`src/hdl/pgr_pkg.sv`:
```
// ----------------------------------------------------------------------------
// pgr_pkg
// Shared widths, codes and types for the pointer gesture recognizer.
// ----------------------------------------------------------------------------
package pgr_pkg;

  localparam int SUM_W    = 16;
  localparam int THR_W    = 15;
  localparam int ADDR_W   = 16;
  localparam int KBD_W    = 8;
  localparam int DIR_W    = 3;
  localparam int MODE_W   = 2;
  localparam int PHASE_W  = 2;
  localparam int CFG_IDX_W = 1;

  localparam int S_TDATA_W = 56;
  localparam int M_TDATA_W = 32;

  localparam int KEYCODE_OFFSET_DEF = 6;

  // input beat kinds
  localparam logic [MODE_W-1:0] MODE_PRESS   = 2'd0;
  localparam logic [MODE_W-1:0] MODE_RELEASE = 2'd1;
  localparam logic [MODE_W-1:0] MODE_MOTION  = 2'd2;

  // gesture phase
  localparam logic [PHASE_W-1:0] PH_INACTIVE  = 2'd0;
  localparam logic [PHASE_W-1:0] PH_SCANNING  = 2'd1;
  localparam logic [PHASE_W-1:0] PH_ACTIVATED = 2'd2;

  // register indexes
  localparam logic [CFG_IDX_W-1:0] REG_MOVE_THR = 1'd0;
  localparam logic [CFG_IDX_W-1:0] REG_DIAG_THR = 1'd1;

  // event kinds
  localparam logic EV_PRESSED  = 1'b0;
  localparam logic EV_RELEASED = 1'b1;

  // directions
  localparam logic [DIR_W-1:0] DIR_LEFT       = 3'd0;
  localparam logic [DIR_W-1:0] DIR_RIGHT      = 3'd1;
  localparam logic [DIR_W-1:0] DIR_UP         = 3'd2;
  localparam logic [DIR_W-1:0] DIR_DOWN       = 3'd3;
  localparam logic [DIR_W-1:0] DIR_UP_LEFT    = 3'd4;
  localparam logic [DIR_W-1:0] DIR_UP_RIGHT   = 3'd5;
  localparam logic [DIR_W-1:0] DIR_DOWN_LEFT  = 3'd6;
  localparam logic [DIR_W-1:0] DIR_DOWN_RIGHT = 3'd7;

  typedef struct packed {
    logic             hit;
    logic [DIR_W-1:0] dir;
  } class_t;

  typedef struct packed {
    logic              kind;
    logic [DIR_W-1:0]  dir;
    logic [ADDR_W-1:0] addr;
    logic [KBD_W-1:0]  owner;
  } result_t;

endpackage

```
`src/hdl/pointer_gesture_recognizer.sv`:
```
// ----------------------------------------------------------------------------
// pointer_gesture_recognizer
// Directional pointer gesture detection while a gesture key is held.
// ----------------------------------------------------------------------------
//
// Channel   Dir  Handshake          Payload
// s_*       in   tvalid/tready      tuser: mode; tdata: dx, dy, table_base, kbd id
// m_*       out  tvalid/tready      tuser: event_kind; tdata: dir, addr, owner
// cfg_*     in   cfg_we (no wait)   cfg_index selects move/diag threshold
//
// One beat per cycle is taken while s_tready is high. The press/release/motion
// decision, the saturating add and the direction pick are done in the accept
// cycle; the event is registered in the output slot, or in the skid slot.
// A second output slot (skid) lets a beat be taken while an event waits;
// s_tready drops only while both slots are full.
// rst is synchronous and returns the block to inactive with zero thresholds.
//
module pointer_gesture_recognizer #(
  parameter int KEYCODE_OFFSET = pgr_pkg::KEYCODE_OFFSET_DEF
) (
  input  logic                              clk,
  input  logic                              rst,
  // slave side
  input  logic                              s_tvalid,
  output logic                              s_tready,
  // [15:0] motion_dx, [31:16] motion_dy, [47:32] table_base, [55:48] keyboard_id
  input  logic [pgr_pkg::S_TDATA_W-1:0]     s_tdata,
  // [1:0] mode
  input  logic [pgr_pkg::MODE_W-1:0]        s_tuser,
  // master side
  output logic                              m_tvalid,
  input  logic                              m_tready,
  // [2:0] direction, [18:3] keycode_address, [26:19] owner_keyboard, rest zero
  output logic [pgr_pkg::M_TDATA_W-1:0]     m_tdata,
  // [0] event_kind
  output logic                              m_tuser,
  // configuration
  input  logic                              cfg_we,
  input  logic [pgr_pkg::CFG_IDX_W-1:0]     cfg_index,
  input  logic [pgr_pkg::THR_W-1:0]         cfg_data
);

  localparam int SW = pgr_pkg::SUM_W;
  localparam int AW = pgr_pkg::ADDR_W;
  localparam int KW = pgr_pkg::KBD_W;
  localparam int DW = pgr_pkg::DIR_W;

  // configuration
  logic [pgr_pkg::THR_W-1:0] move_thr, diag_thr;

  // gesture state
  logic [pgr_pkg::PHASE_W-1:0] phase, phase_next;
  logic signed [SW-1:0]        sum_x, sum_y, sum_x_next, sum_y_next;
  logic signed [SW-1:0]        acc_x, acc_y;
  logic [AW-1:0]               latched_base, latched_base_next;
  logic [KW-1:0]               latched_keyboard, latched_keyboard_next;
  logic [DW-1:0]               fired_direction, fired_direction_next;

  // output slots
  logic              out_valid, skid_valid;
  pgr_pkg::result_t  out_res, skid_res;

  // beat fields
  logic [pgr_pkg::MODE_W-1:0] mode;
  logic signed [SW-1:0]       dx, dy;
  logic [AW-1:0]              tbase;
  logic [KW-1:0]              kbd;

  logic              s_acc, m_acc;
  logic              emit;
  logic              emit_kind;
  logic [DW-1:0]     emit_dir;
  pgr_pkg::result_t  new_res;
  pgr_pkg::class_t   cls;

  assign mode  = s_tuser;
  assign dx    = s_tdata[15:0];
  assign dy    = s_tdata[31:16];
  assign tbase = s_tdata[47:32];
  assign kbd   = s_tdata[55:48];

  assign s_tready = !skid_valid;
  assign s_acc    = s_tvalid && s_tready;
  assign m_acc    = out_valid && m_tready;

  pgr_classify u_classify (
    .sum_x      (sum_x),
    .sum_y      (sum_y),
    .dx         (dx),
    .dy         (dy),
    .move_thr   (move_thr),
    .diag_thr   (diag_thr),
    .sum_x_next (acc_x),
    .sum_y_next (acc_y),
    .cls        (cls)
  );

  // per-beat decision
  always_comb begin
    phase_next            = phase;
    sum_x_next            = sum_x;
    sum_y_next            = sum_y;
    latched_base_next     = latched_base;
    latched_keyboard_next = latched_keyboard;
    fired_direction_next  = fired_direction;
    emit                  = 1'b0;
    emit_kind             = pgr_pkg::EV_PRESSED;
    emit_dir              = fired_direction;

    if (s_acc) begin
      unique case (mode)
        pgr_pkg::MODE_PRESS: begin
          if (phase == pgr_pkg::PH_INACTIVE) begin
            sum_x_next            = '0;
            sum_y_next            = '0;
            latched_base_next     = tbase;
            latched_keyboard_next = kbd;
            phase_next            = pgr_pkg::PH_SCANNING;
          end
        end
        pgr_pkg::MODE_RELEASE: begin
          // released event only if a gesture fired; scanning ends silently
          if (phase == pgr_pkg::PH_ACTIVATED) begin
            emit      = 1'b1;
            emit_kind = pgr_pkg::EV_RELEASED;
          end
          phase_next = pgr_pkg::PH_INACTIVE;
        end
        pgr_pkg::MODE_MOTION: begin
          if (phase == pgr_pkg::PH_SCANNING) begin
            sum_x_next = acc_x;
            sum_y_next = acc_y;
            if (cls.hit) begin
              fired_direction_next = cls.dir;
              phase_next           = pgr_pkg::PH_ACTIVATED;
              emit                 = 1'b1;
              emit_kind            = pgr_pkg::EV_PRESSED;
              emit_dir             = cls.dir;
            end
          end
        end
        default: begin
          // unused mode: no effect
        end
      endcase
    end

    new_res.kind  = emit_kind;
    new_res.dir   = emit_dir;
    new_res.addr  = latched_base + AW'(KEYCODE_OFFSET) + AW'({emit_dir, 1'b0});
    new_res.owner = latched_keyboard;
  end

  always_ff @(posedge clk) begin
    if (rst) begin
      move_thr         <= '0;
      diag_thr         <= '0;
      phase            <= pgr_pkg::PH_INACTIVE;
      sum_x            <= '0;
      sum_y            <= '0;
      latched_base     <= '0;
      latched_keyboard <= '0;
      fired_direction  <= '0;
    end else begin
      if (cfg_we) begin
        unique case (cfg_index)
          pgr_pkg::REG_MOVE_THR: move_thr <= cfg_data;
          pgr_pkg::REG_DIAG_THR: diag_thr <= cfg_data;
          default: ;
        endcase
      end
      phase            <= phase_next;
      sum_x            <= sum_x_next;
      sum_y            <= sum_y_next;
      latched_base     <= latched_base_next;
      latched_keyboard <= latched_keyboard_next;
      fired_direction  <= fired_direction_next;
    end
  end

  // output register plus skid slot
  always_ff @(posedge clk) begin
    if (rst) begin
      out_valid  <= 1'b0;
      skid_valid <= 1'b0;
    end else begin
      if (!out_valid || m_acc) begin
        if (skid_valid) begin
          out_valid  <= 1'b1;
          skid_valid <= emit;
        end else begin
          out_valid  <= emit;
        end
      end else if (emit) begin
        skid_valid <= 1'b1;
      end
    end
  end

  always_ff @(posedge clk) begin
    if (!out_valid || m_acc) begin
      if (skid_valid) begin
        out_res <= skid_res;
        if (emit) skid_res <= new_res;
      end else if (emit) begin
        out_res <= new_res;
      end
    end else if (emit) begin
      skid_res <= new_res;
    end
  end

  assign m_tvalid = out_valid;
  assign m_tuser  = out_res.kind;
  assign m_tdata  = {{(pgr_pkg::M_TDATA_W - DW - AW - KW){1'b0}},
                     out_res.owner, out_res.addr, out_res.dir};

  // ---------------------------------------------------------------------------
  // checks
  // ---------------------------------------------------------------------------

  // the skid slot only fills behind a waiting event
  a_skid_behind_out: assert property (@(posedge clk) disable iff (rst)
    skid_valid |-> out_valid)
    else $error("skid slot holds an event while output slot is empty");

  // a pressed event always leaves the block activated
  a_press_activates: assert property (@(posedge clk) disable iff (rst)
    (emit && emit_kind == pgr_pkg::EV_PRESSED) |=> phase == pgr_pkg::PH_ACTIVATED)
    else $error("pressed event without entering activated");

  // a release beat always ends the gesture
  a_release_ends: assert property (@(posedge clk) disable iff (rst)
    (s_acc && mode == pgr_pkg::MODE_RELEASE) |=> phase == pgr_pkg::PH_INACTIVE)
    else $error("release beat did not return to inactive");

  // released events carry the direction that fired
  a_release_dir: assert property (@(posedge clk) disable iff (rst)
    (emit && emit_kind == pgr_pkg::EV_RELEASED) |-> emit_dir == fired_direction)
    else $error("released event direction differs from fired direction");

endmodule

```
`src/hdl/pgr_classify.sv`:
```
// ----------------------------------------------------------------------------
// pgr_classify
// Saturating accumulate of one motion report and direction priority pick.
// ----------------------------------------------------------------------------
module pgr_classify (
  input  logic signed [pgr_pkg::SUM_W-1:0] sum_x,
  input  logic signed [pgr_pkg::SUM_W-1:0] sum_y,
  input  logic signed [pgr_pkg::SUM_W-1:0] dx,
  input  logic signed [pgr_pkg::SUM_W-1:0] dy,
  input  logic        [pgr_pkg::THR_W-1:0] move_thr,
  input  logic        [pgr_pkg::THR_W-1:0] diag_thr,
  output logic signed [pgr_pkg::SUM_W-1:0] sum_x_next,
  output logic signed [pgr_pkg::SUM_W-1:0] sum_y_next,
  output pgr_pkg::class_t                  cls
);

  localparam int W = pgr_pkg::SUM_W;

  logic signed [W:0] raw_x, raw_y;
  logic signed [W:0] ext_x, ext_y;
  logic signed [W:0] pos_d, neg_d, pos_t, neg_t;
  logic px, nx, py, ny;

  // saturating sum: 17-bit result, clamp when the top two bits disagree
  function automatic logic signed [W-1:0] sat(input logic signed [W:0] v);
    logic signed [W-1:0] r;
    if (v[W] != v[W-1]) begin
      r = v[W] ? {1'b1, {(W-1){1'b0}}} : {1'b0, {(W-1){1'b1}}};
    end else begin
      r = v[W-1:0];
    end
    return r;
  endfunction

  always_comb begin
    raw_x = {sum_x[W-1], sum_x} + {dx[W-1], dx};
    raw_y = {sum_y[W-1], sum_y} + {dy[W-1], dy};
    sum_x_next = sat(raw_x);
    sum_y_next = sat(raw_y);
    ext_x = {sum_x_next[W-1], sum_x_next};
    ext_y = {sum_y_next[W-1], sum_y_next};

    pos_d = {2'b00, diag_thr};
    neg_d = -pos_d;
    pos_t = {2'b00, move_thr};
    neg_t = -pos_t;

    px = ext_x > pos_d;
    nx = ext_x < neg_d;
    py = ext_y > pos_d;
    ny = ext_y < neg_d;

    cls.hit = 1'b1;
    if (nx && ny)            cls.dir = pgr_pkg::DIR_UP_LEFT;
    else if (px && ny)       cls.dir = pgr_pkg::DIR_UP_RIGHT;
    else if (nx && py)       cls.dir = pgr_pkg::DIR_DOWN_LEFT;
    else if (px && py)       cls.dir = pgr_pkg::DIR_DOWN_RIGHT;
    else if (ext_x < neg_t)  cls.dir = pgr_pkg::DIR_LEFT;
    else if (ext_x > pos_t)  cls.dir = pgr_pkg::DIR_RIGHT;
    else if (ext_y < neg_t)  cls.dir = pgr_pkg::DIR_UP;
    else if (ext_y > pos_t)  cls.dir = pgr_pkg::DIR_DOWN;
    else begin
      cls.hit = 1'b0;
      cls.dir = pgr_pkg::DIR_LEFT;
    end
  end

endmodule
```
`config.mk`:
```
export PLATFORM = sky130hd
export DESIGN_NAME = pointer_gesture_recognizer
export DESIGN_NICKNAME = d
export VERILOG_FILES = /design/src/hdl/pgr_pkg.sv /design/src/hdl/pointer_gesture_recognizer.sv /design/src/hdl/pgr_classify.sv
export SDC_FILE = /design/constraint.sdc
export NUM_CORES = 1
export LEC_CHECK = 0
export ABC_AREA = 1
export BUFFER_PORTS_ARGS = -buffer_cell sky130_fd_sc_hd__buf_2
export CAP_MARGIN = 20
export CORE_ASPECT_RATIO = 1.5
export CORE_MARGIN = 2
export CORE_UTILIZATION = 65
export CTS_CLUSTER_DIAMETER = 60
export DETAILED_ROUTE_END_ITERATION = 6
export PLACE_DENSITY_LB_ADDON = 0.15
export RECOVER_POWER = 25
export SYNTH_ARGS = -nofsm -noshare
export SYNTH_HDL_FRONTEND = slang
export SYNTH_SLANG_ARGS = --single-unit
```
`constraint.sdc`:
```
create_clock -name clk -period 13.25 [get_ports clk]
set_input_delay 1.325 -clock clk [delete_from_list [all_inputs] [get_ports clk]]
set_output_delay 1.325 -clock clk [all_outputs]
set_load 0.005 [all_outputs]
```
**Word-level counts from Yosys, hierarchy flattened**

Cells that the tools add are included.

- Add/subtract/negate cells: 6
- Order comparisons: 8
- Equal/unequal tests: 10
- Mux-type cells: 49
- Bitwise operators: 1
- Reduce and logical (&&, ||, !) cells: 21

Operator list:

| kind | number |
|---|---|
| 28-bit 2-to-1 mux | 5 |
| 16-bit 2-to-1 mux | 7 |
| 16-bit by 17-bit < comparator with 1-bit output | 4 |
| 16-bit greater-than comparator | 4 |
| 16-bit one-hot mux with 2 select lines | 2 |
| 16-bit by 16-bit adder with 17-bit output | 2 |
| 15-bit negator with 17-bit output | 2 |
| 3-bit 2-to-1 mux | 11 |
| 1-bit 2-to-1 mux | 18 |
| 16-bit by 3-bit adder with 16-bit output, second input constant | 1 |
| 16-bit by 4-bit adder with 16-bit output | 1 |
| 2-bit 2-to-1 mux | 4 |
| 2-bit != test, second input constant | 4 |
| 1-bit logical AND | 6 |
| 2-bit one-hot mux with 3 select lines | 1 |
| 2-bit AND reduction | 3 |
| 2-bit nonzero test | 3 |
| 5-bit AND reduction | 1 |
| 2-bit by 1-bit equality test with 1-bit output, second input constant | 2 |
| 2-bit equality test, second input constant | 2 |
| 2-bit logical NOT | 2 |
| 4-bit AND reduction | 1 |
| 3-bit AND reduction | 1 |
| 3-bit nonzero test | 1 |
| 5 further kinds | 7 |

- Flip-flop bits (word level): 149
- Output and inout port bits: 35
- Logic and storage cells: 113

**Logic depth before layout (Yosys ltp)**

Gate-level depths: netlist of run 1.

- Depth in word-level cells: 20
- Gate-level depth with buffers: 52
- Depth with buffers taken out: 51

**By module**

A second synthesis of run 1 with hierarchy kept.

- Cell total of the unflattened synthesis: 1,620
- Area total of the unflattened synthesis: 11,703.7 um^2

By module, submodules not included:

| module | times used | cells each | area an instance (um^2) | seq. area each (um^2) |
|---|---|---|---|---|
| pointer_gesture_recognizer | 1 | 746 | 6,242.2 | 3,543.4 |
| pgr_classify | 1 | 874 | 5,461.5 | 0.0 |

**Worst setup path after synthesis of run 1**

No wires, ideal clock.

- Kind: input-to-reg
- Start: in s_tdata[16] in the netlist's numbering
- End: reg out_res, in the netlist m_tdata[17], data pin
- Library setup time: 0.253 ns
- Data arrival time: 6.872 ns
- Data required time: 12.997 ns
- Path slack: 6.125 ns
- Stages: 45
- Path buffers: 1
- Path through: ha_1 > inv_1 > fa_1 > o21ai_2 > nand2_1 > nand2_2 > a21oi_4 > o21ai_4 > nand3_2 > nand2_1 > nand2_1 > and2_1 > ha_1 > clkinv_1 > clkbuf_1 > a21oi_1 > ha_1 > a21oi_1 > [... 9 more ...] > nand2_2 > nand2_1 > nand3_1 > nand2_2 > inv_2 > ha_1 > inv_1 > ha_1 > fa_1 > nand2_1 > a21boi_1 > nand3_1 > nor3_2 > nand3_1 > nor2_1 > xor2_1 > nand2_1 > nand2_1

RTL lines:

| element | RTL line | text |
|---|---|---|
| start, declared | pointer_gesture_recognizer.sv:27 | `input logic [pgr_pkg::S_TDATA_W-1:0] s_tdata,` |
| end signal, assigned | pointer_gesture_recognizer.sv:203 | `out_res <= skid_res;` |
| end signal, assigned | pointer_gesture_recognizer.sv:206 | `out_res <= new_res;` |
| end, declared | pointer_gesture_recognizer.sv:61 | `pgr_pkg::result_t out_res, skid_res;` |

==> flow_summary.rst, run 1 <==
.. list-table::
   :header-rows: 1

   * - Metric
     - Value
   * - Clock latency on the worst-skew pair
     - 0.44 ns
   * - Post-CTS resize count
     - 0
   * - Num ports
     - 114
   * - Synth Area in Compound Gates
     - 0.141
   * - Proportion of netlist area held by the largest area contributor
     - 0.189
   * - Total GRT Usage
     - 0.327
   * - Remaining antenna violation count
     - 0
   * - Internal cell power
     - 0.906 mW
   * - Final Net Count
     - 1865
   * - Initial core utilization
     - 0.658
   * - Number of CTS-inserted buffers
     - 17
   * - Peak supply drop
     - 118 µV
   * - DR pass1 iterations
     - 7
   * - Remaining max-slew budget at the tightest pin
     - -0.337
   * - Vertical die dimension
     - 166 µm
   * - Required time at the worst-slack endpoint
     - 13.55 ns
   * - Met3 routed wirelength
     - 1290 µm
   * - Total setup violations reported at the end of the flow
     - 0
   * - Crit path largest cell delay
     - 0.47 ns
   * - Hold Violations, Final
     - 0
   * - Critical path's top delay family
     - simple AND/OR/NAND/NOR gates
   * - Mean instance size in the synthesized netlist
     - 7.50 µm²
   * - Via count of the first global-routing pass
     - 10400
   * - Die outline area
     - 0.0186 mm²
   * - Power per unit of standard cell area
     - 114 mW/mm²
   * - Buffer depth of the longest clock path
     - 2
   * - Placeable Area
     - 0.0173 mm²
   * - Number of buffer and inverter instances along the worst setup path
     - 9
   * - Buffer count from post-CTS setup fixing
     - 0
   * - Static power due to leakage
     - 6.14 nW
   * - Data arrival time of the critical path
     - 8.36 ns
   * - Layout-stage area growth over the synthesis result
     - 10.8%
   * - Area leader, netlist
     - ha_1
   * - Number of pins exceeding their max-slew limit in the final report
     - 96
   * - Library cells used by synthesis
     - 54
   * - Combinational family with the most area after synthesis
     - simple AND/OR/NAND/NOR gates
   * - Category of the worst setup path capture point
     - flop
   * - Seq cells post-synth
     - 149
   * - Sum of routed wire length over all layers
     - 30300 µm
   * - Clk slew on worst S/H paths
     - 0.06 ns
   * - Vias per cell
     - 5.71
   * - Starting DRT DRC Count
     - 656
   * - Share of total power in sequential cells
     - 0.347
   * - Worst min-delay path category
     - reg -> reg
   * - Total number of clock tree sinks
     - 149
   * - Most prevalent standard cell on the critical path
     - nand2_1
   * - Post-synthesis sequential area ratio
     - 0.312
   * - Adder and majority cell fraction of the synthesized area
     - 0.195
   * - Post-Route Setup TNS
     - 0 ns
   * - Total number of vias
     - 10500
   * - Tcrit/Tclk final
     - 0.608
   * - Final critical delay including setup and external delays
     - 8.06 ns
   * - Layout cells sized above 1
     - 0.121
   * - Post-Syn Instances
     - 1515
   * - Synth warnings
     - 0
   * - Status
     - complete, but fails checks
   * - Failing checks
     - max-capacitance violations, max-slew violations
   * - F_max
     - 124 MHz
   * - RSZ-0062 raised after global routing
     - no
   * - Port bufs
     - 108
   * - Switching power as a share of total power
     - 0.368
   * - Summed instance area of the synthesized netlist
     - 0.0114 mm²
   * - Largest net degree at the start of global routing
     - 58
   * - Routability Congestion
     - 0.994
   * - Nature of the critical path startpoint
     - input pin
   * - Wire length on met1
     - 10900 µm
   * - Hold Buf Count CTS
     - 0
   * - Site row count
     - 59
   * - Psw
     - 0.528 mW
   * - Htree depth
     - 4
   * - Antenna violations before repair
     - 0
   * - Critical Setup Path Class
     - in -> reg
   * - Die width
     - 112 µm
   * - Root cell of the clock tree
     - clkbuf_16
   * - Residual overflow from global routing
     - 0
   * - Routed length per instance
     - 16.5 µm
   * - DRC viols
     - 0
   * - Proportion of synthesized area in mux cells
     - 0
   * - Combinational group share of total power
     - 0.329
   * - Total inserted antenna cells
     - 0
   * - Parity-gate share of the synthesized area counting xor and xnor cells
     - 0.0362
   * - DR WL met2
     - 16000 µm
   * - Least-Margin Pin Slew
     - 2.01 ns
   * - Final core utilization
     - 0.729
   * - DPL Wire Length
     - 23600 µm
   * - Slowest CP cell
     - a21oi_1
   * - First-pass GRT wire length
     - 49100 µm
   * - Post-synthesis share of cell area spent on and, or, nand and nor gates
     - 0.238
   * - Fill cell count
     - 1414
   * - Max capacitance violation total
     - 2
   * - Area contributors post-synth
     - ha_1 (19%), dfxtp_1 (16%), edfxtp_1 (15%)
   * - CTS tree
     - done
   * - CP Max Fanout
     - 18
   * - Power share of the clock group
     - 0.323
   * - Uppermost layer routed
     - met4
   * - Final clock skew
     - 0.0100 ns
per-layer routing:
metal	up-vias	GRT usage
li1	5239	-
met1	4773	0.324
met2	333	0.621
met3	144	0.0485
met4	0	0.214
met5	-	0
cell families after synthesis:
| family | Yosys count |
|---|---|
| buffers and inverters | 222 |
| DFF | 149 |
| adders and majority gates | 175 |
| AOI/OAI and AO/OA | 288 |
| other | 1 |
| and+or+nand+nor | 633 |
| xor gates and xnor gates | 47 |
placed cells by master, fill, tap and decap left out, types with 3 or more instances in the layout:
cell       count
a21oi_1      156
o21ai_0       80
inv_1        160
o31ai_1        3
inv_8          4
o21ai_1        8
xnor2_1        4
inv_2         18
nor3_1        20
nand3_1       64
clkinv_4       3
nand4_1       15
a21oi_2        8
edfxtp_1      56
clkbuf_1      17
or2_2          5
nor2_2         4
dfxtp_1       93
a21oi_4        3
a22oi_1        3
ha_1         172
inv_6          6
o21bai_1       4
buf_4          4
nand2_1      382
nand2_2        6
nor2_1       110
o21a_1         4
clkbuf_16     17
conb_1         5
nand3b_1       4
buf_2         94
xor2_1        43
a21o_1         6
fa_1           3
nand3_2       12
registers in the layout, summed over array words and instances, names as in the netlist, 2 cells and up:
| signal | cells |
|---|---|
| phase | 2 |
| sum_x | 16 |
| latched_base | 16 |
| latched_keyboard | 8 |
| sum_y | 16 |
| skid_res | 28 |
| fired_direction | 3 |
| diag_thr | 15 |
| m_tdata | 27 |
| move_thr | 15 |
through the flow:
stage	power, mW	instance area (µm²)	setup WS, ns	hold slack (ns)	instances
6_report	1.43	12600	5.19	0.459	1837
5_1_grt	1.52	12600	4.45	0.467	1837
4_1_cts	1.43	12600	5.30	0.457	1836
3_5_place_dp	0.964	12000	4.95	0.443	1804
3_3_place_gp	0.950	12000	5.23	0.437	1804
2_1_floorplan	0.847	11400	6.13	0.431	1519
power by group through the flow:
| stage | Sequential, mW | Clock (mW) | Combinational, mW |
|---|---|---|---|
| global route | 0.499 | 0.487 | 0.536 |
| CTS | 0.498 | 0.468 | 0.464 |
| detailed placement | 0.508 | 0 | 0.456 |
| finish | 0.498 | 0.464 | 0.472 |
| global placement | 0.507 | 0 | 0.443 |
| floorplan | 0.505 | 0 | 0.341 |
cells in the mapped netlist, drive strengths merged:
library cell and number:
nand2 389, inv 178, ha 172, a21oi 167, nor2 115, dfxtp 93, o21ai 92, nand3 77
edfxtp 56, xor2 43, clkbuf 25, nor3 21, buf 17, nand4 15, a21o 6, or2 6
nand3b 5, o21bai 5, o21a 4, xnor2 4, a22oi 3, fa 3, o31ai 3, a21boi 2
a31oi 2, and2 2, clkinv 2, o211ai 2, a211oi 1, and3 1, conb 1, nand2b 1
nor3b 1, o2bb2ai 1
layout make-up:
| class | instances | area, µm² | area share |
|---|---|---|---|
| clock buffers | 18 | 429 | 0.0341 |
| clock inverters | 14 | 131 | 0.0104 |
| inverters | 180 | 676 | 0.0536 |
| multi-input cells | 1148 | 6960 | 0.553 |
| flip-flops and latches | 149 | 3540 | 0.281 |
| well taps | 213 | 267 | 0.0212 |
| repair buffers | 115 | 588 | 0.0467 |
path summary, 6_finish.rpt:
kind                                    startpoint                     to  slack, ns  cells after the start
setup / recovery                       s_tdata[18]  m_tdata[17]$_DFFE_PP_       5.19                     45
hold / removal    latched_keyboard[3]$_SDFFE_PP0P_  skid_res[3]$_DFFE_PP_       0.46                      0
setup reg to reg             sum_y[2]$_SDFFE_PP0P_  m_tdata[17]$_DFFE_PP_       5.86                     44
hold reg to reg   latched_keyboard[3]$_SDFFE_PP0P_  skid_res[3]$_DFFE_PP_       0.46                      0
No activity file was read; power rests on OpenSTA's default activity.
==> run 2, diff against run 1 <==
Settings changed: CORE_UTILIZATION 65 to 61.
Clock period 13.25 ns to 7.83 ns, I/O delays scaled along.
==> run 2 against run 1 <==
Against the previous run: the run still ends with max-capacitance violations, max-slew violations left; total power is 70% higher; sequential power is 69% higher; global-route usage down 2.2 points; clock skew is 0.0024 ns higher; largest power group unchanged; critical path type unchanged; via count fell by 2.5%; critical path depth stayed put; combinational power grew 68%; core utilization fell by 4.0 points; clock-buffer cell count up 1; routed wire length is 2.1% lower; worst setup slack got worse by 4.4 ns; highest routed layer unchanged; sequential share of layout area fell by 0.18 points.
==> flow_summary.rst, run 2 (synthesis results as in run 1) <==
.. list-table::
   :header-rows: 1

   * - Metric
     - Value
   * - Most frequent cells in the layout
     - nand2_1 (382), ha_1 (171), inv_1 (160)
   * - Critical register-to-register path startpoint
     - sum_x[3]$_SDFFE_PP0P_
   * - Peak supply drop
     - 149 µV
   * - Final critical delay including setup and external delays
     - 7.07 ns
   * - Layout-stage area growth over the synthesis result
     - 11.5%
   * - Worst min-delay path category
     - reg -> reg
   * - Number of buffer and inverter instances along the worst setup path
     - 8
   * - Routability Congestion
     - 1.01
   * - Flip-flop count of the largest register after layout
     - 28
   * - Port bufs
     - 108
   * - DPL Wire Length
     - 23600 µm
   * - Required time at the worst-slack endpoint
     - 8.14 ns
   * - Power per unit of standard cell area
     - 192 mW/mm²
   * - DRC viols
     - 0
   * - CTS tree
     - done
   * - RSZ-0062 raised after global routing
     - no
   * - Clk slew on worst S/H paths
     - 0.06 ns
   * - Antenna violations before repair
     - 0
   * - Vias per cell
     - 5.43
   * - Failing checks
     - max-capacitance violations, max-slew violations
   * - Placed cells
     - 1846
   * - Most prevalent standard cell on the critical path
     - nand2_1
   * - Hold Buf Count CTS
     - 0
   * - Status
     - complete, but fails checks
   * - Slowest CP cell
     - ha_1
   * - Sum of routed wire length over all layers
     - 29600 µm
   * - Remaining antenna violation count
     - 0
   * - Critical Setup Path Class
     - in -> reg
   * - CP Max Fanout
     - 11
   * - Hold Violations, Final
     - 0
   * - Initial core utilization
     - 0.618
   * - Die outline area
     - 0.0198 mm²
   * - Num ports
     - 114
   * - Clock latency on the worst-skew pair
     - 0.44 ns
   * - Crit path largest cell delay
     - 0.55 ns
   * - Hold endpoint
     - skid_res[1]$_DFFE_PP_
   * - RR Endpoint
     - m_tdata[17]$_DFFE_PP_
   * - Worst setup slack for register-to-register paths
     - 0.86 ns
   * - Non-filler instance count after layout
     - 1882
   * - Layout cells sized above 1
     - 0.118
   * - Final clock skew
     - 0.0124 ns
   * - Combined area of the multi-input logic cells
     - 0.00699 mm²
   * - Starting DRT DRC Count
     - 668
   * - Die width
     - 115 µm
   * - Critical path's top delay family
     - simple AND/OR/NAND/NOR gates
   * - DR pass1 iterations
     - 6
   * - Routed length per instance
     - 15.7 µm
   * - Tcrit/Tclk final
     - 0.903
   * - Register ranked first by flip-flop count
     - skid_res
   * - Hold wc startpoint
     - latched_keyboard[1]$_SDFFE_PP0P_
   * - Total number of clock tree sinks
     - 149
   * - Htree depth
     - 4
   * - Worst Hold Depth
     - 0
   * - Post-Route Setup TNS
     - 0 ns
   * - Site row count
     - 61
   * - Vertical die dimension
     - 171 µm
   * - Least-Margin Pin Slew
     - 2.06 ns
   * - Storage element area
     - 0.00354 mm²
   * - Residual overflow from global routing
     - 0
   * - Largest net degree at the start of global routing
     - 58
   * - Via count of the first global-routing pass
     - 9759
   * - Number of CTS-inserted buffers
     - 17
   * - Worst slack after detailed placement
     - 0.261 ns
   * - Total inserted antenna cells
     - 0
   * - Overall power
     - 2.43 mW
   * - Fill cell count
     - 1667
   * - Total setup violations reported at the end of the flow
     - 0
   * - Category of the worst setup path capture point
     - flop
   * - Static power due to leakage
     - 6.13 nW
   * - Number of pins exceeding their max-slew limit in the final report
     - 96
   * - F_max
     - 141 MHz
   * - FF-to-FF path depth
     - 44
   * - Max capacitance violation total
     - 2
   * - Nature of the critical path startpoint
     - input pin
   * - Remaining max-slew budget at the tightest pin
     - -0.375
   * - Commonest non-fill, non-tap cell in the layout
     - nand2_1
   * - Root cell of the clock tree
     - clkbuf_16
   * - First-pass GRT wire length
     - 46600 µm
   * - Placeable Area
     - 0.0184 mm²
   * - Data arrival time of the critical path
     - 7.38 ns
   * - Minimum setup slack in the final design
     - 0.756 ns
   * - Final Net Count
     - 1871
   * - Total number of vias
     - 10200
   * - Total GRT Usage
     - 0.305
   * - Buffer depth of the longest clock path
     - 2
[run 2: cell types whose count changed in the layout (fill, tap and decap cells not counted), sizes merged]
cell / previous run / this run
buf: 99 / 94
inv: 188 / 181
clkinvlp: 1 / 3
bufinv: 0 / 2
clkinv: 5 / 8
clkbuf: 34 / 44
nand3: 77 / 78
[run 2: timing repair]
item                       CTS  global route
gates resized for setup      0             4
setup endpoints to repair    0             3
buffers inserted             0             2
[run 2: area by class of cell]
cell class | count | area share
timing repair buffer | 119 | 0.0462
tap | 252 | 0.0249
clock buffer | 19 | 0.0341
inverter | 180 | 0.0536
sequential | 149 | 0.279
clock inverter | 13 | 0.0102
timing repair inverter | 1 | 0.000592
multi-input combinational | 1149 | 0.551
[run 2: metrics by stage]
stage                      util  cell area (µm²)  hold slack, ns
after floorplan               -            11400           0.431
after global placement    0.659            12100           0.440
after detailed placement  0.659            12100           0.447
after CTS                 0.689            12700           0.462
after global routing      0.689            12700           0.472
final                     0.689            12700           0.462
[run 2: worst max-delay path by stage]
stage / startpoint / to / slack, ns / cells past startpoint
after floorplan: s_tdata[16] / m_tdata[17]$_DFFE_PP_ / 1.25 / 45
after global placement: s_tdata[16] / m_tdata[18]$_DFFE_PP_ / 0.48 / 44
after detailed placement: s_tdata[18] / m_tdata[18]$_DFFE_PP_ / 0.26 / 41
after CTS: s_tdata[18] / m_tdata[17]$_DFFE_PP_ / 0.70 / 45
after global routing: s_tdata[17] / m_tdata[17]$_DFFE_PP_ / 0.08 / 45
final: s_tdata[3] / m_tdata[17]$_DFFE_PP_ / 0.76 / 45
[run 2: report_power, final]
group / internal (mW) / switching, mW / total (mW)
clock network: 0.467 / 0.328 / 0.795
logic: 0.288 / 0.507 / 0.795
registers: 0.827 / 0.0151 / 0.842
total: 1.58 / 0.850 / 2.43
[run 2: routing by layer]
metal	global-route usage	wire [µm]	share of wire
met1	0.302	10900	0.37
met2	0.577	15700	0.53
met3	0.0465	1060	0.036
met4	0.196	1970	0.066
met5	0	0	0
==> run 3, diff against run 2 <==
Settings changed: REMOVE_ABC_BUFFERS set to 1.
==> run 3 against run 2 <==
Against the previous run: the flow still finishes with violations (max-capacitance violations, max-slew violations); worst setup slack worse by 0.062 ns; clock-buffer cell count down 1; highest routed layer unchanged; total power up 0.37%; via count up 1.1%; fmax down 0.87%; sequential cell count unchanged; largest power group unchanged; non-clock buffer count up 6.
==> flow_summary.rst, run 3 (synthesis results as in run 1) <==
.. list-table::
   :header-rows: 1

   * - Metric
     - Value
   * - Total number of vias
     - 10300
   * - Sum of routed wire length over all layers
     - 29200 µm
   * - Critical path capture point
     - m_tdata[18]$_DFFE_PP_
   * - Tcrit/Tclk final
     - 0.911
   * - Residual overflow from global routing
     - 0
   * - Root cell of the clock tree
     - clkbuf_16
   * - Total inserted antenna cells
     - 0
   * - Htree depth
     - 4
   * - Vias per cell
     - 5.48
   * - Number of CTS-inserted buffers
     - 17
   * - Layout cells sized above 1
     - 0.127
   * - Remaining antenna violation count
     - 0
   * - Crit path largest cell delay
     - 0.43 ns
   * - Hold Violations, Final
     - 0
   * - Category of the worst setup path capture point
     - flop
   * - Worst setup slack for register-to-register paths
     - 0.78 ns
   * - Port bufs
     - 108
   * - Failing checks
     - max-capacitance violations, max-slew violations
   * - Most frequent cells in the layout
     - nand2_1 (382), ha_1 (172), inv_1 (159)
   * - Slowest CP cell
     - ha_1
   * - Clock latency on the worst-skew pair
     - 0.44 ns
   * - Initial core utilization
     - 0.618
   * - Total number of clock tree sinks
     - 149
   * - Minimum setup slack in the final design
     - 0.694 ns
   * - Psw
     - 0.901 mW
   * - Total GRT Usage
     - 0.307
   * - Most prevalent standard cell on the critical path
     - nand2_1
   * - Switching power as a share of total power
     - 0.369
   * - Num ports
     - 114
   * - DR pass1 iterations
     - 7
   * - Number of pins exceeding their max-slew limit in the final report
     - 96
   * - Post-Route Setup TNS
     - 0 ns
   * - F_max
     - 140 MHz
   * - Cell Area, Placed
     - 0.0122 mm²
   * - Nature of the critical path startpoint
     - input pin
   * - RSZ-0062 raised after global routing
     - no
   * - Combinational group share of total power
     - 0.328
   * - Peak supply drop
     - 126 µV
   * - Total setup violations reported at the end of the flow
     - 0
   * - Post-CTS resize count
     - 0
   * - Hold Buf Count CTS
     - 0
   * - Routability Congestion
     - 0.965
   * - Critical Setup Path Class
     - in -> reg
   * - Final Net Count
     - 1875
   * - Largest net degree at the start of global routing
     - 58
   * - Final design instance area without fill
     - 0.0127 mm²
   * - First-pass GRT wire length
     - 47700 µm
   * - Data arrival time of the critical path
     - 7.33 ns
   * - Placeable Area
     - 0.0184 mm²
   * - Routed length per instance
     - 15.5 µm
   * - Critical register-to-register path startpoint
     - sum_y[0]$_SDFFE_PP0P_
   * - Starting DRT DRC Count
     - 646
   * - Static power due to leakage
     - 6.17 nW
   * - Internal cell power
     - 1.54 mW
   * - DPL Wire Length
     - 22400 µm
   * - FF-to-FF path depth
     - 47
   * - CP Max Fanout
     - 9
   * - Site row count
     - 61
   * - Die width
     - 115 µm
   * - Flip-flop count of the largest register after layout
     - 28
   * - Max capacitance violation total
     - 2
   * - Worst slack after detailed placement
     - 0.0676 ns
   * - Antenna violations before repair
     - 0
   * - Share of total power in sequential cells
     - 0.345
   * - Required time at the worst-slack endpoint
     - 8.02 ns
   * - Power per unit of standard cell area
     - 192 mW/mm²
   * - Commonest non-fill, non-tap cell in the layout
     - nand2_1
   * - Vertical die dimension
     - 171 µm
   * - Layout-stage area growth over the synthesis result
     - 12.0%
   * - Register ranked first by flip-flop count
     - skid_res
   * - Clk slew on worst S/H paths
     - 0.07 ns
   * - Final critical delay including setup and external delays
     - 7.14 ns
   * - Buffer count from post-CTS setup fixing
     - 0
   * - CTS tree
     - done
   * - RR Endpoint
     - m_tdata[18]$_DFFE_PP_
   * - Worst min-delay path category
     - reg -> reg
   * - Final core utilization
     - 0.692
   * - Worst setup path start
     - s_tdata[16]
   * - Least-Margin Pin Slew
     - 2.16 ns
   * - Power share of the clock group
     - 0.327
   * - Remaining max-slew budget at the tightest pin
     - -0.440
   * - Min Hold Slack
     - 0.459 ns
   * - Buffer depth of the longest clock path
     - 2
   * - Status
     - complete, but fails checks
   * - DRC viols
     - 0
   * - Die outline area
     - 0.0198 mm²
   * - Final clock skew
     - 0.0112 ns
   * - Via count of the first global-routing pass
     - 10200
run 3: cell types whose count changed in the layout (fill, tap and decap cells not counted), sizes merged:
cell	change
bufinv	-2
clkbuf	-3
clkinvlp	-1
buf	+8
inv	+4
clkinv	-1
nand3	-1
run 3: power by group through the flow:
stage / Sequential (mW) / Combinational, mW / Clock, mW
after floorplan: 0.855 / 0.565 / 0
final: 0.842 / 0.801 / 0.799
after detailed placement: 0.859 / 0.782 / 0
after CTS: 0.842 / 0.792 / 0.806
after global placement: 0.859 / 0.760 / 0
after global routing: 0.844 / 0.921 / 0.833
run 3: area by class of cell:
| type | instances | area (µm²) |
|---|---|---|
| inverter | 180 | 676 |
| timing repair buffer | 125 | 637 |
| fill | 1598 | 5660 |
| multi-input combinational | 1148 | 6990 |
| sequential | 149 | 3540 |
| clock buffer | 18 | 429 |
| tap | 252 | 315 |
| clock inverter | 14 | 138 |
run 3: worst min-delay path by stage:
stage | from | to | slack, ns | cells past startpoint
after floorplan | latched_keyboard[0]$_SDFFE_PP0P_ | skid_res[0]$_DFFE_PP_ | 0.43 | 0
after global placement | latched_keyboard[3]$_SDFFE_PP0P_ | skid_res[3]$_DFFE_PP_ | 0.44 | 0
after detailed placement | latched_keyboard[1]$_SDFFE_PP0P_ | skid_res[1]$_DFFE_PP_ | 0.44 | 0
after CTS | latched_keyboard[3]$_SDFFE_PP0P_ | skid_res[3]$_DFFE_PP_ | 0.46 | 0
after global routing | latched_keyboard[7]$_SDFFE_PP0P_ | skid_res[7]$_DFFE_PP_ | 0.47 | 0
final | latched_keyboard[0]$_SDFFE_PP0P_ | skid_res[0]$_DFFE_PP_ | 0.46 | 0
run 3: critical path, delay by kind of cell:
kind	cells	cell delay, ns
buffers and inverters	8	0.85
AOI/OAI and AO/OA	3	0.45
adders and majority gates	6	1.63
and+or+nand+nor	30	3.43
xor gates and xnor gates	1	0.15
run 3: layer usage:
layer	wire [µm]	vias to the layer above	track usage
met5	0	-	0
met4	1680	0	0.203
met3	1070	98	0.0345
met2	15000	293	0.560
met1	11400	4714	0.328
li1	-	5238	-
run 3: stage by stage:
stage	cells	total power, mW
finish	1886	2.44
global route	1886	2.60
CTS	1886	2.44
detailed placement	1854	1.64
global placement	1854	1.62
floorplan	1477	1.42
